**src/sv/dcq_pkg.sv**
```systemverilog
// shared constants, types and helpers for the deduplicating command queue
// used by every module of the block but dcq_ram; no dependencies

package dcq_pkg;

  localparam int QUEUE_DEPTH = 32;
  localparam int IDX_W       = $clog2(QUEUE_DEPTH);
  localparam int CNT_W       = $clog2(QUEUE_DEPTH + 1);
  localparam int SUM_W       = CNT_W + 1;
  localparam int CODE_W      = 8;

  typedef logic [IDX_W-1:0]  idx_t;
  typedef logic [CNT_W-1:0]  cnt_t;
  typedef logic [CODE_W-1:0] code_t;

  localparam code_t CMD_NONE  = 8'd0;
  localparam code_t CMD_START = 8'd1;
  localparam code_t CMD_STOP  = 8'd2;

  localparam logic OP_PUSH = 1'b0;
  localparam logic OP_POP  = 1'b1;

  // controller to datapath
  typedef struct packed {
    logic accept;      // latch the incoming item
    logic pop;         // drop the head if any
    logic start_pass;  // arm a compaction pass
    logic pass_purge;  // the armed pass removes start commands
    logic scan;        // run one step of the current pass
    logic append;      // store the command at the tail if room
    logic load_result; // move the result into the output register
  } dcq_cmd_t;

  // datapath to controller
  typedef struct packed {
    logic op_pop;
    logic code_zero;
    logic code_stop;
    logic scan_done;
    logic out_free;
  } dcq_stat_t;

  // base + offset modulo the depth, for base < depth and offset <= depth
  function automatic idx_t wrap_add(idx_t base, cnt_t off);
    logic [SUM_W-1:0] s;
    s = SUM_W'(base) + SUM_W'(off);
    if (s >= SUM_W'(QUEUE_DEPTH)) s = s - SUM_W'(QUEUE_DEPTH);
    return s[IDX_W-1:0];
  endfunction

endpackage

```
**src/sv/dcq_req_if.sv**
```systemverilog
// request and response channels of the deduplicating command queue
// depends on dcq_pkg

interface dcq_req_if;
  logic            valid;
  logic            ready;
  logic            operation;
  dcq_pkg::code_t  command;

  modport source (output valid, operation, command, input ready);
  modport sink   (input valid, operation, command, output ready);
endinterface

interface dcq_rsp_if;
  logic            valid;
  logic            ready;
  dcq_pkg::code_t  head_command;
  logic            accepted;
  logic            start_purged;

  modport source (output valid, head_command, accepted, start_purged, input ready);
  modport sink   (input valid, head_command, accepted, start_purged, output ready);
endinterface

```
**src/sv/dcq_ram.sv**
```systemverilog
// generic simple dual-port RAM: one write port, one read port, registered read
// no dependencies

module dcq_ram #(
  parameter int WIDTH = 8,
  parameter int DEPTH = 32
) (
  input  logic                     clk,
  input  logic                     wr_en,
  input  logic [$clog2(DEPTH)-1:0] wr_addr,
  input  logic [WIDTH-1:0]         wr_data,
  input  logic [$clog2(DEPTH)-1:0] rd_addr,
  output logic [WIDTH-1:0]         rd_data
);

  logic [WIDTH-1:0] mem [DEPTH];

  always_ff @(posedge clk) begin
    if (wr_en) mem[wr_addr] <= wr_data;
    rd_data <= mem[rd_addr];
  end

endmodule

```
**src/sv/dcq_ctrl.sv**
```systemverilog
// sequencing state machine of the deduplicating command queue
// depends on dcq_pkg; drives dcq_datapath through dcq_cmd_t

module dcq_ctrl (
  input  logic               clk,
  input  logic               rst,
  input  logic               req_valid,
  output logic               req_ready,
  input  dcq_pkg::dcq_stat_t stat,
  output dcq_pkg::dcq_cmd_t  cmd
);

  typedef enum logic [6:0] {
    S_IDLE     = 7'b0000001,
    S_DISPATCH = 7'b0000010,
    S_PURGE    = 7'b0000100,
    S_DEDUP    = 7'b0001000,
    S_APPEND   = 7'b0010000,
    S_HEAD     = 7'b0100000,
    S_DONE     = 7'b1000000
  } state_t;

  state_t state, state_next;

  always_ff @(posedge clk) begin
    if (rst) state <= S_IDLE;
    else     state <= state_next;
  end

  assign req_ready = (state == S_IDLE);

  always_comb begin
    state_next = state;
    cmd        = '0;
    unique case (state)
      S_IDLE: begin
        if (req_valid) begin
          cmd.accept = 1'b1;
          state_next = S_DISPATCH;
        end
      end
      S_DISPATCH: begin
        priority if (stat.op_pop) begin
          cmd.pop    = 1'b1;
          state_next = S_HEAD;
        end else if (stat.code_zero) begin
          state_next = S_HEAD;
        end else if (stat.code_stop) begin
          cmd.start_pass = 1'b1;
          cmd.pass_purge = 1'b1;
          state_next     = S_PURGE;
        end else begin
          cmd.start_pass = 1'b1;
          state_next     = S_DEDUP;
        end
      end
      S_PURGE: begin
        cmd.scan = 1'b1;
        if (stat.scan_done) begin
          cmd.start_pass = 1'b1;
          state_next     = S_DEDUP;
        end
      end
      S_DEDUP: begin
        cmd.scan = 1'b1;
        if (stat.scan_done) state_next = S_APPEND;
      end
      S_APPEND: begin
        cmd.append = 1'b1;
        state_next = S_HEAD;
      end
      S_HEAD: begin
        // read address rests on the head here
        state_next = S_DONE;
      end
      S_DONE: begin
        if (stat.out_free) begin
          cmd.load_result = 1'b1;
          state_next      = S_IDLE;
        end
      end
      default: state_next = S_IDLE;
    endcase
  end

endmodule

```
**src/sv/dcq_datapath.sv**
```systemverilog
// queue storage, pointers, compaction pass and result register
// depends on dcq_pkg, dcq_rsp_if and dcq_ram; driven by dcq_ctrl

module dcq_datapath (
  input  logic               clk,
  input  logic               rst,
  input  logic               operation,
  input  dcq_pkg::code_t     command,
  input  dcq_pkg::dcq_cmd_t  cmd,
  output dcq_pkg::dcq_stat_t stat,
  dcq_rsp_if.source          response
);

  dcq_pkg::idx_t  hd;       // physical slot of the head
  dcq_pkg::cnt_t  n;        // occupied entries
  dcq_pkg::cnt_t  r;        // next logical slot to read in a pass
  dcq_pkg::cnt_t  w;        // next logical slot to write in a pass
  logic           rv;       // read data holds the entry read last cycle
  logic           hit;
  logic           pass_purge;
  logic           op;
  dcq_pkg::code_t code;
  logic           acc;
  logic           purged;
  logic           out_valid;
  dcq_pkg::code_t out_head;
  logic           out_acc;
  logic           out_purged;

  dcq_pkg::code_t match;
  logic           more;
  logic           keep;
  logic           wr_en;
  dcq_pkg::idx_t  wr_addr;
  dcq_pkg::code_t wr_data;
  dcq_pkg::idx_t  rd_addr;
  dcq_pkg::code_t rd_data;

  assign match = pass_purge ? dcq_pkg::CMD_START : code;
  assign more  = (r < n);
  assign keep  = cmd.scan && rv && (rd_data != match);

  assign rd_addr = cmd.scan ? dcq_pkg::wrap_add(hd, r) : hd;

  always_comb begin
    wr_en   = 1'b0;
    wr_addr = dcq_pkg::wrap_add(hd, w);
    wr_data = rd_data;
    if (keep) begin
      wr_en = 1'b1;
    end else if (cmd.append && (n < dcq_pkg::CNT_W'(dcq_pkg::QUEUE_DEPTH))) begin
      wr_en   = 1'b1;
      wr_addr = dcq_pkg::wrap_add(hd, n);
      wr_data = code;
    end
  end

  dcq_ram #(
    .WIDTH (dcq_pkg::CODE_W),
    .DEPTH (dcq_pkg::QUEUE_DEPTH)
  ) u_ram (
    .clk     (clk),
    .wr_en   (wr_en),
    .wr_addr (wr_addr),
    .wr_data (wr_data),
    .rd_addr (rd_addr),
    .rd_data (rd_data)
  );

  assign stat.op_pop    = (op == dcq_pkg::OP_POP);
  assign stat.code_zero = (code == dcq_pkg::CMD_NONE);
  assign stat.code_stop = (code == dcq_pkg::CMD_STOP);
  assign stat.scan_done = !more && !rv;
  assign stat.out_free  = !out_valid || response.ready;

  // queue control state
  always_ff @(posedge clk) begin
    if (rst) begin
      hd <= '0;
      n  <= '0;
      rv <= 1'b0;
    end else begin
      if (cmd.pop && (n != '0)) begin
        hd <= dcq_pkg::wrap_add(hd, dcq_pkg::CNT_W'(1));
        n  <= n - dcq_pkg::CNT_W'(1);
      end
      if (cmd.scan) begin
        // head slot is never compared, so an empty queue stays empty
        if (stat.scan_done && (n != '0)) n <= w;
      end
      if (cmd.start_pass) rv <= 1'b0;
      else if (cmd.scan)  rv <= more;
      if (cmd.append && (n < dcq_pkg::CNT_W'(dcq_pkg::QUEUE_DEPTH))) n <= n + dcq_pkg::CNT_W'(1);
    end
  end

  // pass and item working registers
  always_ff @(posedge clk) begin
    if (cmd.accept) begin
      op     <= operation;
      code   <= command;
      acc    <= 1'b0;
      purged <= 1'b0;
    end
    if (cmd.scan) begin
      if (more) r <= r + dcq_pkg::CNT_W'(1);
      if (keep) w <= w + dcq_pkg::CNT_W'(1);
      if (rv && !keep) hit <= 1'b1;
      if (stat.scan_done && pass_purge) purged <= hit;
    end
    if (cmd.start_pass) begin
      r          <= dcq_pkg::CNT_W'(1);
      w          <= dcq_pkg::CNT_W'(1);
      hit        <= 1'b0;
      pass_purge <= cmd.pass_purge;
    end
    if (cmd.append) acc <= (n < dcq_pkg::CNT_W'(dcq_pkg::QUEUE_DEPTH));
  end

  // result register, free to take a transfer while the next item runs
  always_ff @(posedge clk) begin
    if (rst) begin
      out_valid <= 1'b0;
    end else if (cmd.load_result) begin
      out_valid <= 1'b1;
    end else if (response.ready) begin
      out_valid <= 1'b0;
    end
  end

  always_ff @(posedge clk) begin
    if (cmd.load_result) begin
      out_head   <= (n == '0) ? dcq_pkg::CMD_NONE : rd_data;
      out_acc    <= acc;
      out_purged <= purged;
    end
  end

  assign response.valid        = out_valid;
  assign response.head_command = out_head;
  assign response.accepted     = out_acc;
  assign response.start_purged = out_purged;

endmodule

```
**src/sv/dedup_command_queue.sv**
```systemverilog
// Ordered queue of nonzero command codes held in a circular RAM with a head
// pointer and an occupancy count. A pop, or a push of code zero, goes through
// the head state to the done state, where its result enters the output
// register once that is free. A push runs one compaction pass over the
// occupied entries behind the head, reading one entry a cycle through the
// single RAM read port; a push of the stop command runs a purge pass for
// start commands first. The next request is taken as the result enters the
// output register, even while that result still waits for its transfer.
// Reset empties the queue at once through the count; no RAM clearing pass.
// depends on dcq_pkg, dcq_req_if, dcq_rsp_if, dcq_ctrl, dcq_datapath

module dedup_command_queue (
  input  logic      clk,
  input  logic      rst,
  dcq_req_if.sink   request,
  dcq_rsp_if.source response
);

  dcq_pkg::dcq_cmd_t  cmd;
  dcq_pkg::dcq_stat_t stat;

  dcq_ctrl u_ctrl (
    .clk       (clk),
    .rst       (rst),
    .req_valid (request.valid),
    .req_ready (request.ready),
    .stat      (stat),
    .cmd       (cmd)
  );

  dcq_datapath u_datapath (
    .clk       (clk),
    .rst       (rst),
    .operation (request.operation),
    .command   (request.command),
    .cmd       (cmd),
    .stat      (stat),
    .response  (response)
  );

endmodule
```
**src/flat_wrapper.sv**
```systemverilog
// flat-port wrapper written by rule: the top's interface ports become plain ports
module dedup_command_queue_flat 
  (clk, rst, request_valid, request_operation, request_command, request_ready, response_valid, response_head_command, response_accepted, response_start_purged, response_ready);
  dcq_req_if request_i ();
  dcq_rsp_if response_i ();
  input  logic clk;
  input  logic rst;
  input wire logic [$bits(request_i.valid)-1:0] request_valid;
  input wire logic [$bits(request_i.operation)-1:0] request_operation;
  input wire logic [$bits(request_i.command)-1:0] request_command;
  output wire logic [$bits(request_i.ready)-1:0] request_ready;
  output wire logic [$bits(response_i.valid)-1:0] response_valid;
  output wire logic [$bits(response_i.head_command)-1:0] response_head_command;
  output wire logic [$bits(response_i.accepted)-1:0] response_accepted;
  output wire logic [$bits(response_i.start_purged)-1:0] response_start_purged;
  input wire logic [$bits(response_i.ready)-1:0] response_ready;
  assign request_i.valid = request_valid;
  assign request_i.operation = request_operation;
  assign request_i.command = request_command;
  assign request_ready = request_i.ready;
  assign response_valid = response_i.valid;
  assign response_head_command = response_i.head_command;
  assign response_accepted = response_i.accepted;
  assign response_start_purged = response_i.start_purged;
  assign response_i.ready = response_ready;
  dedup_command_queue u_core (.clk(clk), .rst(rst), .request(request_i), .response(response_i));
endmodule
```
**config.mk**
```make
export PLATFORM = sky130hd
export DESIGN_NAME = dedup_command_queue_flat
export DESIGN_NICKNAME = d
export VERILOG_FILES = /design/src/sv/dcq_pkg.sv /design/src/sv/dcq_req_if.sv /design/src/sv/dcq_ram.sv /design/src/sv/dcq_ctrl.sv /design/src/sv/dcq_datapath.sv /design/src/sv/dedup_command_queue.sv /design/src/flat_wrapper.sv
export SDC_FILE = /design/constraint.sdc
export NUM_CORES = 1
export LEC_CHECK = 0
export BUFFER_PORTS_ARGS = -buffer_cell sky130_fd_sc_hd__buf_2
export CORE_MARGIN = 2
export CORE_UTILIZATION = 60
export DETAILED_ROUTE_END_ITERATION = 7
export GPL_ROUTABILITY_DRIVEN = 0
export GPL_TIMING_DRIVEN = 0
export PLACE_DENSITY = 0.77
export SLEW_MARGIN = 25
export SYNTH_ARGS = -nofsm -noshare
export SYNTH_HDL_FRONTEND = slang
export SYNTH_HIERARCHICAL = 1
export SYNTH_SLANG_ARGS = --single-unit
```
**constraint.sdc**
```tcl
create_clock -name clk -period 7.94 [get_ports clk]
set_clock_uncertainty 0.1 [all_clocks]
set_input_delay 0.794 -clock clk [delete_from_list [all_inputs] [get_ports clk]]
set_output_delay 0.794 -clock clk [all_outputs]
set_load 0.01 [all_outputs]
```
**After elaboration in Yosys (flattened, before gate mapping)**

Memory sizes are Yosys's and may differ from the RTL's. A register that Yosys moved wholly into a read port is not among the register bits.
Index checks and enable logic that the tools add are counted.

- Bits in registers: 55
- Bits in writable memories: 256
- Memories: 1

Memory list:

| memory | words | width | read ports | clocked after memory_dff | write ports | line | RTL |
|---|---|---|---|---|---|---|---|
| u_core.u_datapath.u_ram.mem | 32 | 8 | 1 | 1 | 1 | dcq_ram.sv:16 | `logic [WIDTH-1:0] mem [DEPTH];` |

- Bitwise operators: 1
- Reduce and logical (&&, ||, !) cells: 25
- Multiplexer cells: 46
- Magnitude comparators: 6
- Add/sub/neg operators: 12
- Eq/ne operators: 13

Operators with widths:

| kind | count |
|---|---|
| $pmux W7 S7 | 1 |
| $mux W7 | 6 |
| $mux W5 | 7 |
| $mux W6 | 4 |
| $mux W8 | 3 |
| $add A5 B6 Y7 | 3 |
| $ge A7 B6 Y1 const B | 3 |
| $mux W1 | 21 |
| $sub A5 B1 Y5 const B | 4 |
| $add A6 B1 Y6 const B | 3 |
| $eq A8 B2 Y1 const B | 1 |
| $logic_and A1 B1 Y1 | 8 |
| $logic_not A8 Y1 | 1 |
| $ne A8 B8 Y1 | 1 |
| $eq A7 B1 Y1 const B | 1 |
| $eq A7 B2 Y1 const B | 1 |
| $eq A7 B3 Y1 const B | 1 |
| $eq A7 B4 Y1 const B | 1 |
| $eq A7 B5 Y1 const B | 1 |
| $eq A7 B6 Y1 const B | 1 |
| $eq A7 B7 Y1 const B | 1 |
| $add A5 B1 Y6 const B | 1 |
| $ge A6 B6 Y1 const B | 1 |
| $logic_not A6 Y1 | 1 |
| other kinds (17) | 27 |

**Depth between registers and ports, before layout**

Gate-level depths: netlist (run 1).

- Depth after elaboration: 8
- Gate-level depth with buffers: 13
- Mapped depth without buffers: 12

**Hierarchy**

Netlist (run 1), hierarchy kept.

By module, submodules not included:

| module | area each (um^2) | times used | seq. area each (um^2) | cells an instance |
|---|---|---|---|---|
| dcq_ram | 10,053.4 | 1 | 7,847.5 | 417 |
| dcq_datapath | 3,235.6 | 1 | 1,171.1 | 337 |
| dcq_ctrl | 524.3 | 1 | 140.1 | 61 |

**Worst setup path before layout (run 1)**

OpenSTA, ideal clock, no wires.

- Path kind: register to register
- Start: register u_core.u_datapath.code[1]
- End: memory u_core.u_datapath.u_ram.mem[11][0], enable pin
- Period minus slack after synthesis: 3.950 ns
- Arrival time: 3.480 ns
- Path slack: 3.990 ns
- Data required time: 7.470 ns
- Buffers on the path: 1
- Cell stages (with the launch flop): 10
- Path through: edfxtp_1 or4bb_1 o22a_1 a222oi_1 a21oi_2 nor2_4 buf_12 mux2i_1 or3b_2 nor2_1

RTL lines:

| item | line | RTL |
|---|---|---|
| from (decl) | dcq_datapath.sv:22 | `dcq_pkg::code_t code;` |
| from (signal assigned) | dcq_datapath.sv:101 | `code <= command;` |
| $mux W8 | dcq_datapath.sv:39 | `assign match = pass_purge ? dcq_pkg::CMD_START : code;` |
| $ne A8 B8 Y1 | dcq_datapath.sv:41 | `assign keep = cmd.scan && rv && (rd_data != match);` |
| $logic_and A1 B1 Y1 | dcq_datapath.sv:41 |  |
| $mux W5 | dcq_datapath.sv:49 | `if (keep) begin` |
| net u_core.u_datapath.wr_addr[3] | dcq_datapath.sv:34 | `dcq_pkg::idx_t wr_addr;` |
| to (decl) | dcq_ram.sv:16 |  |

The timed path passes the listed nets, and every way through them passes these cells.

**Worst setup path in the final report (run 1)**

- Start: register u_core.u_datapath.code[1]
- End: memory u_core.u_datapath.u_ram.mem[8][1], enable pin

The elaborated chain is that of the path after synthesis.

==> results of run 1 <==
[Yosys cell counts (10+ instances only)]
master	n
edfxtp_1	277
mux4_2	80
nor2_1	70
dfxtp_1	42
inv_1	27
nand2_1	23
ha_1	22
mux2_2	19
clkbuf_1	18
a21oi_1	17
xnor2_1	17
nand3_1	14
xor2_1	14
and2_1	12
mux2i_1	11
nand3b_1	11
nor4_1	10
[cell families after synthesis]
logic type,share of synthesized area
flops,0.663
simple gates,0.0808
compound gates,0.0289
buf+inv,0.0218
mux,0.162
xor+xnor,0.0197
fa+ha+maj,0.0243
[area by class of cell]
type,count,area share
Tap cell,285,0.0233
Clock buffer,39,0.0547
Inverter,27,0.00663
Timing Repair Buffer,24,0.00786
Buffer,37,0.0131
Clock inverter,18,0.0101
Multi-Input combinational cell,432,0.285
Sequential cell,319,0.599
[registers in the layout, summed over array words and instances, names as in the netlist, 5 cells and up]
signal / count
u_core/u_datapath/n: 6
u_core/u_datapath/r: 6
u_core/u_datapath/u_ram/rd_data: 8
u_core/u_datapath/hd: 5
u_core/u_ctrl/state: 7
u_core/u_datapath/u_ram/mem: 256
u_core/u_datapath/code: 8
u_core/u_datapath/response.head_command: 8
u_core/u_datapath/w: 6
[how the worst min path moves through the flow]
stage | startpoint | to | slack, ns | depth (start not counted)
after detailed placement | u_core/u_datapath/purged | u_core/u_datapath/response.start_purged | 0.32 | 0
after global placement | u_core/u_datapath/acc | u_core/u_datapath/response.accepted | 0.31 | 0
after global routing | request_command[4] | u_core/u_datapath/code[4] | 0.29 | 1
after CTS | request_command[5] | u_core/u_datapath/code[5] | 0.29 | 1
after floorplan | u_core/u_datapath/acc | u_core/u_datapath/response.accepted | 0.30 | 0
final | request_command[7] | u_core/u_datapath/code[7] | 0.30 | 1
[through the flow]
stage	cells	util	total power [W]	area (um^2)	hold WS [ns]
floorplan	815	-	0.00194	13800	0.300
global placement	1124	0.631	0.00196	14300	0.313
detailed placement	1124	0.631	0.00197	14300	0.320
CTS	1181	0.675	0.00337	15300	0.285
global route	1181	0.675	0.00345	15300	0.289
finish	1181	0.675	0.00335	15300	0.298
[report_power, final]
part           internal [W]  switching, W
logic             0.0000443     0.0000601
clock network      0.000809      0.000603
registers           0.00181     0.0000188
[layer usage]
| layer | part of all wire | vias up |
|---|---|---|
| met4 | 0.028 | 0 |
| met5 | 0 | - |
| met1 | 0.40 | 3841 |
| met3 | 0.072 | 44 |
| met2 | 0.50 | 319 |
| li1 | - | 3326 |
==> impl_results.md, run 1 <==
- Crit path capture: u_core/u_datapath/u_ram/mem[8][1]
- Most frequent cells in the layout: 277 x edfxtp_1, 80 x mux4_2, 70 x nor2_1, 42 x dfxtp_1, 31 x clkbuf_16
- Vias per cell: 6.38
- Hold/Removal Path Class: in2reg
- Die extent in y: 156 um
- Crit path launch type: flip-flop
- Worst relative slew slack: 0.378
- CP max-delay cell: a222oi_1
- Number of DRC markers in iteration 0: 875
- Setup ws final: 2.97 ns
- CTS buffer count: 31
- Global-route wire length before repair: 44.4 mm
- Syn nets: 853
- CTS max path bufs: 3
- Max_cap viols: 0
- RSZ-0062 raised after global routing: false
- Ys flop type: edfxtp_1
- Met3 usage: 0.0356
- Slew Viols, Final: 0
- Remaining DRCs: 0
- Sum Neg Setup Slack: 0 ns
- Register area share after synthesis: 0.663
- Most crowded layer after global routing: met2
- CTS tree: done
- Hold Fails Final Rpt: 0
- CTS clk-pin slew, worst paths: 0.06 ns
- Max stage delay on crit path: 0.69 ns
- Largest area contributor in the netlist: edfxtp_1
- Initial core utilization: 0.610
- RR Startpoint: u_core/u_datapath/code[1]
- Peak supply drop: 0.247 mV
- # fillers: 1,417
- Worst Setup SP: u_core/u_datapath/code[1]
- Storage cell area: 9160 um^2
- Number of diodes: 0
- Core ar.: 22,600 um^2
- Post-synth cell types: 66
- Synth async-reset ratio: 0
- H-tree levels: 1
- Fmax: 201 MHz
- Routed Antenna Nets: 0
- Total wire length: 28.9 mm
- Grt total ovfl: 0
- R2r endpoint: u_core/u_datapath/u_ram/mem[8][1]
- Worst EP arrival: 5.06 ns
- Layout cells sized above 1: 0.231
- Leakage power: 4.92 nW
- Post-synth EDFFs: 277
- Post-synthesis cell area: 13,800 um^2
- Largest net degree at the start of global routing: 33
- Synthesized area per cell: 16.9 um^2
- Met2 Resource Use GR: 0.418
- HPWL Detailed: 19.4 mm
- Pre-CTS WS: 3.06 ns
- Area growth, synth to finish: 10.7%
- Total track usage: 0.245
- Syn Inst Count: 815
- Port Buffer Count: 24
- Ys Warns: 6
- Crit path max-delay family: simple AND/OR/NAND/NOR gates
- Total Die Area: 24,300 um^2
- Vias in the first global route: 7,602
- Reg2Reg Setup Slack: 2.97 ns
- Commonest non-fill, non-tap cell in the layout: edfxtp_1
- P per Cell Area: 219 nW/um^2
- Wire per inst: 24.4 um
- Worst Setup Path Type: reg2reg
- Worst R2R Path Depth: 9
- I/O pin cnt: 25
- First-pass detailed-route iteration total: 5
- Synth top area cells: edfxtp_1 60%, mux4_2 13%, dfxtp_1 6.1%
- Nets: 910
- # rows: 55
- Clock tree sinks: 319
- Number of cells upsized or downsized after cts: 0
- Die W: 156 um
- Yosys top cell area share: 0.602
- Via count: 7,530
- Final setup fails: 0
- Area of the multi-input gates: 4360 um^2
- Worst path depth: 9
- Worst-Margin Slew: 0.929 ns
- CP Max Fanout: 10
- Initial antenna violation count: 0
- Status: finished clean
- Number of synthesized register bits: 319
- Period minus WS final: 4.97 ns
- CP endpoint kind: flip-flop
- Clock insertion delay at the later pin of the skew report: 0.57 ns
- CTS root buf: clkbuf_16
- Cts hold-fix bufs: 0
- Met1 usage: 0.335
- Number of setup buffers added after CTS: 0
- Period utilization: 0.626
- Critical Path RT: 8.03 ns
- Buffers & Inverters on Critical Path: 1
- CP Cell Sequence: or4bb_1 -> o22a_1 -> a222oi_1 -> a21oi_2 -> nor2_4 -> buf_12 -> mux2i_1 -> or3b_2 -> nor2_1
Power figures use the tool's default switching activity.
==> inputs of run 2 (changes only) <==
==> constraint.sdc (replaced) <==
create_clock -name clk -period 4.8 [get_ports clk]
set_clock_uncertainty 0.1 [all_clocks]
set_input_delay 0.48 -clock clk [delete_from_list [all_inputs] [get_ports clk]]
set_output_delay 0.48 -clock clk [all_outputs]
set_load 0.01 [all_outputs]
==> impl_results.md, run 2 (synthesis results as in run 1) <==
- CTS max path bufs: 3 (unchanged)
- Design area: 15,500 um^2 (+1.4%)
- Core ar.: 22,600 um^2 (unchanged)
- Worst relative slew slack: 0.383 (+0.00461)
- Setup ws final: 0.150 ns (-2.82 ns)
- Remaining DRCs: 0 (unchanged)
- Global-route wire length before repair: 44.7 mm (+0.54%)
- Final Util: 0.685 (+0.00950)
- CP Max Fanout: 10 (unchanged)
- Slew Viols, Final: 0 (unchanged)
- CTS tree: done
- CP endpoint kind: flip-flop
- Vias in the first global route: 7,663 (+0.80%)
- Placed instance area: 14,300 um^2 (unchanged)
- Sum Neg Setup Slack: 0 ns (unchanged)
- Total wire length: 29.1 mm (+0.88%)
- Period utilization: 0.969 (+0.343)
- Clock insertion delay at the later pin of the skew report: 0.57 ns (about the same)
- Hold/Removal Path Class: in2reg
- Initial antenna violation count: 0 (unchanged)
- CTS buffer count: 31 (unchanged)
- CTS clk-pin slew, worst paths: 0.07 ns (about the same)
- Status: finished clean
- Crit path max-delay family: simple AND/OR/NAND/NOR gates
- Hold_sp: request_valid
- CP Cell Sequence: buf_2 -> or4_4 -> nor4b_2 -> nand2_1 -> inv_1 -> clkbuf_1 -> nor2b_1 -> mux2i_1 -> and4_1 -> nand3_1 -> or3b_2 -> nor2_2
- Worst Setup SP: u_core/u_ctrl/state[1]
- Initial core utilization: 0.610 (unchanged)
- Peak supply drop: 0.413 mV (+67%)
- Nets: 921 (+1.2%)
- Grt total ovfl: 0 (unchanged)
- Worst EP arrival: 4.76 ns (-0.30 ns)
- Die extent in y: 156 um (unchanged)
- RR Startpoint: u_core/u_ctrl/state[1]
- Fmax: 215 MHz (+6.9%)
- Wire per inst: 24.4 um (about the same)
- I/O pin cnt: 25 (unchanged)
- Buffers & Inverters on Critical Path: 3 (+2)
- Worst Setup Path Type: reg2reg
- Total track usage: 0.246 (+0.00124)
- Commonest non-fill, non-tap cell in the layout: edfxtp_1
- Period minus WS final: 4.65 ns (-0.319 ns)
- HPWL Detailed: 19.4 mm (unchanged)
- Max stage delay on crit path: 0.70 ns (about the same)
- Via count: 7,629 (+1.3%)
- Total Die Area: 24,300 um^2 (unchanged)
- Hold Fails Final Rpt: 0 (unchanged)
- Final setup fails: 0 (unchanged)
- Clock tree sinks: 319 (unchanged)
- CTS root buf: clkbuf_16
- Max reg flops: 256 (unchanged)
- Worst-Margin Slew: 0.922 ns (-0.00688 ns)
- CP max-delay cell: or3b_2
- # rows: 55 (unchanged)
- # fillers: 1,381 (-2.5%)
- Pre-CTS WS: -0.0799 ns (-3.14 ns)
- Most frequent cells in the layout: 277 x edfxtp_1, 80 x mux4_2, 42 x dfxtp_1, 41 x nor2_1, 31 x clkbuf_16
- P per Cell Area: 358 nW/um^2 (+63%)
- Area of the multi-input gates: 4460 um^2 (+2.4%)
- Number of diodes: 0 (unchanged)
- Reg with most FFs: u_core/u_datapath/u_ram/mem
- Vias per cell: 6.40 (+0.38%)
- Crit path launch type: flip-flop
- Die W: 156 um (unchanged)
- Max_cap viols: 0 (unchanged)
- Number of DRC markers in iteration 0: 839 (-4.1%)
- Port Buffer Count: 24 (unchanged)
- Layout cells sized above 1: 0.269 (+0.0380)
- RSZ-0062 raised after global routing: true
- Critical Path RT: 4.91 ns (-3.12 ns)
- Area growth, synth to finish: 12.2%
- Largest net degree at the start of global routing: 33 (unchanged)
- First-pass detailed-route iteration total: 6 (+1)
- Routed Antenna Nets: 0 (unchanged)
- Leakage power: 4.98 nW (+1.4%)
- H-tree levels: 1 (unchanged)
- Storage cell area: 9160 um^2 (unchanged)
[run 2: changes by cell type in the layout (fill, tap and decap cells not counted)]
cell / before / now
nor2_1: 70 / 41
nor2_2: 0 / 23
dlygate4sd3_1: 0 / 9
clkbuf_2: 0 / 6
nor2_4: 1 / 7
clkbuf_1: 23 / 19
buf_1: 6 / 4
buf_4: 7 / 9
[run 2: per-stage QoR]
step / hold WS (ns) / total power, W / instances
3_3_place_gp: 0.313 / 0.00325 / 1124
5_1_grt: 0.0711 / 0.00571 / 1192
2_1_floorplan: 0.300 / 0.00321 / 815
3_5_place_dp: 0.320 / 0.00326 / 1124
4_1_cts: 0.0604 / 0.00558 / 1190
6_report: 0.0703 / 0.00555 / 1192
[run 2: what timing repair did]
item | CTS | global route
endpoints found under the hold margin | 9 | 0
gates resized for setup | 1 | 44
setup buffers | 0 | 2
hold buffers | 9 | 0
setup endpoints to repair | 32 | 264
pin swaps | 0 | 1
[run 2: report_power, final]
part           internal [W]  switching (W)  leakage (nW)  total (W)
logic             0.0000780      0.0000998          1.65   0.000178
clock network       0.00134       0.000998         0.489    0.00234
registers           0.00300      0.0000312          2.84    0.00303
[run 2: area by class of cell]
class,count,area share
inverter,27,0.00654
buffer,37,0.0134
multi-input combinational,432,0.288
tap,285,0.0230
sequential,319,0.591
timing repair buffer,35,0.0145
clock buffer,39,0.0539
clock inverter,18,0.00993
[run 2: metal layers]
metal | global-route usage | vias to the layer above | part of all wire
met5 | 0 | - | 0
met4 | 0.0747 | 0 | 0.032
met3 | 0.0353 | 57 | 0.069
met2 | 0.420 | 331 | 0.50
met1 | 0.336 | 3892 | 0.40
li1 | - | 3349 | -
[run 2: final timing paths]
check	to	slack, ns	cells past startpoint
setup / recovery	u_core/u_datapath/u_ram/mem[9][2]	0.15	12
setup reg to reg	u_core/u_datapath/u_ram/mem[9][2]	0.15	12
hold reg to reg	u_core/u_datapath/response.start_purged	0.33	0
hold / removal	u_core/u_ctrl/state[1]	0.07	2
==> inputs of run 3 (changes only) <==
--- a/config.mk
+++ b/config.mk
@@ -6,6 +6,7 @@
 export NUM_CORES = 1
 export LEC_CHECK = 0
 export BUFFER_PORTS_ARGS = -buffer_cell sky130_fd_sc_hd__buf_2
+export CORE_ASPECT_RATIO = 1.2
 export CORE_MARGIN = 2
 export CORE_UTILIZATION = 60
 export DETAILED_ROUTE_END_ITERATION = 7
==> impl_results.md, run 3 (synthesis results as in run 1) <==
- Number of diodes: 0 (unchanged)
- R2r endpoint: u_core/u_datapath/u_ram/mem[17][0]
- Worst Setup Path Type: reg2reg
- Hold Fails Final Rpt: 0 (unchanged)
- Max reg flops: 256 (unchanged)
- Reg2Reg Setup Slack: 0.07 ns (-0.08 ns)
- Die extent in y: 170 um (+9.3%)
- Status: finished clean
- CP Max Fanout: 10 (unchanged)
- Vias per cell: 6.37 (-0.45%)
- Total Die Area: 24,300 um^2 (about the same)
- Peak supply drop: 0.369 mV (-11%)
- Critical Path RT: 4.89 ns (-0.02 ns)
- Wire per inst: 24.2 um (-0.87%)
- Total wire length: 28.6 mm (-1.7%)
- Crit path capture: u_core/u_datapath/u_ram/mem[17][0]
- CTS tree: done
- Most crowded layer after global routing: met2
- Layout cells sized above 1: 0.258 (-0.0110)
- # rows: 60 (+9.1%)
- Number of DRC markers in iteration 0: 742 (-12%)
- Die W: 143 um (-8.5%)
- Vias in the first global route: 7,951 (+3.8%)
- Period utilization: 0.985 (+0.0160)
- Grt total ovfl: 0 (unchanged)
- CTS max path bufs: 3 (unchanged)
- Worst R2R Path Depth: 12 (unchanged)
- # fillers: 1,438 (+4.1%)
- CTS clk-pin slew, worst paths: 0.07 ns (about the same)
- Routed Antenna Nets: 0 (unchanged)
- Fin cells: 1,182 (-0.84%)
- Met2 Resource Use GR: 0.449 (+0.0291)
- HPWL Detailed: 19.7 mm (+1.3%)
- CP endpoint kind: flip-flop
- Placed instance area: 14,300 um^2 (about the same)
- Area of the multi-input gates: 4410 um^2 (-1.2%)
- Clock insertion delay at the later pin of the skew report: 0.57 ns (about the same)
- CTS root buf: clkbuf_16
- Max_cap viols: 0 (unchanged)
- Core ar.: 22,500 um^2 (-0.53%)
- Worst Setup SP: u_core/u_ctrl/state[1]
- Remaining DRCs: 0 (unchanged)
- Storage cell area: 9160 um^2 (unchanged)
- Fmax: 212 MHz (-1.6%)
- H-tree levels: 1 (unchanged)
- Placed Cells incl. Taps: 1,118 (-0.53%)
- I/O pin cnt: 25 (unchanged)
- RR Startpoint: u_core/u_ctrl/state[1]
- Initial antenna violation count: 0 (unchanged)
- Worst EP arrival: 4.82 ns (+0.06 ns)
- Leakage power: 4.99 nW (about the same)
- Crit path launch type: flip-flop
- Final setup fails: 0 (unchanged)
- Pre-CTS WS: -0.0334 ns (+0.0464 ns)
- Total track usage: 0.248 (+0.00126)
- Global-route wire length before repair: 45.3 mm (+1.4%)
- RSZ-0062 raised after global routing: true
- Total power: 0.00573 W (+3.4%)
- Slew Viols, Final: 0 (unchanged)
- Commonest non-fill, non-tap cell in the layout: edfxtp_1
- Area growth, synth to finish: 12.2% (about the same)
- Initial core utilization: 0.613 (+0.00322)
- Largest net degree at the start of global routing: 33 (unchanged)
- Reg with most FFs: u_core/u_datapath/u_ram/mem
- Period minus WS final: 4.73 ns (+0.0767 ns)
- First-pass detailed-route iteration total: 6 (unchanged)
- Met1 usage: 0.314 (-0.0218)
- Nets: 916 (-0.54%)
- Hold_sp: request_command[5]
- Setup ws final: 0.0728 ns (-0.0767 ns)
- Port Buffer Count: 24 (unchanged)
- Most frequent cells in the layout: 277 x edfxtp_1, 80 x mux4_2, 51 x nor2_1, 42 x dfxtp_1, 31 x clkbuf_16
- Design area: 15,500 um^2 (about the same)
- P per Cell Area: 370 nW/um^2 (+3.4%)
- Clock tree sinks: 319 (unchanged)
- Worst relative slew slack: 0.360 (-0.0230)
- Worst-Margin Slew: 0.956 ns (+0.0344 ns)
- Via count: 7,531 (-1.3%)
- CTS buffer count: 31 (unchanged)
- Hold/Removal Path Class: in2reg
- Met3 usage: 0.0307 (-0.00461)
[run 3: where the power goes]
part / switching (W) / leakage [nW] / total, W / internal [W]
clock network: 0.00102 / 0.519 / 0.00253 / 0.00151
registers: 0.0000319 / 2.84 / 0.00303 / 0.00300
logic: 0.0000960 / 1.63 / 0.000173 / 0.0000767
[run 3: worst min path at each step]
| stage | endpoint | cells past startpoint |
|---|---|---|
| 2_1_floorplan | u_core/u_datapath/response.accepted | 0 |
| 3_3_place_gp | u_core/u_datapath/response.start_purged | 0 |
| 3_5_place_dp | u_core/u_datapath/response.start_purged | 0 |
| 4_1_cts | u_core/u_datapath/code[3] | 1 |
| 5_1_grt | u_core/u_datapath/code[3] | 1 |
| 6_report | u_core/u_datapath/code[5] | 1 |
[run 3: layout make-up]
class | instances | area share
sequential | 319 | 0.591
multi-input combinational | 432 | 0.285
clock buffer | 32 | 0.0503
tap | 279 | 0.0225
clock inverter | 26 | 0.0195
buffer | 36 | 0.0130
timing repair buffer | 31 | 0.0123
inverter | 27 | 0.00654
[run 3: routing by layer]
metal  vias up  part of all wire  routed length (um)
met4         0             0.026                 756
met5         -                 0                   0
met1      3839              0.38               10800
met3        51             0.061                1740
met2       311              0.54               15300
li1       3330                 -                   -
[run 3: critical path, stage by stage, from the launching register on]
cell      delay [ns]
dfxtp_1         0.30
buf_2           0.16
or4_4           0.54
nor4b_2         0.41
nand2_1         0.31
inv_1           0.14
clkbuf_1        0.42
and2_0          0.22
nand4_1         0.09
and4_1          0.19
nand3_1         0.32
or3b_2          0.54
nor2_1          0.60
[run 3: through the flow]
step | hold WS [ns] | util | TNS, ns
4_1_cts | 0.00769 | 0.686 | 0
5_1_grt | 0.00654 | 0.688 | -10.27
6_report | 0.0195 | 0.688 | 0
3_5_place_dp | 0.322 | 0.634 | -0.507
2_1_floorplan | 0.300 | - | 0
3_3_place_gp | 0.310 | 0.634 | 0
[run 3: what timing repair did]
item | 4_1_cts | 5_1_grt
setup buffers | 0 | 0
resized for setup | 6 | 19
endpoints found under the setup margin | 20 | 227
hold buffers | 7 | 0
endpoints found under the hold margin | 7 | 0
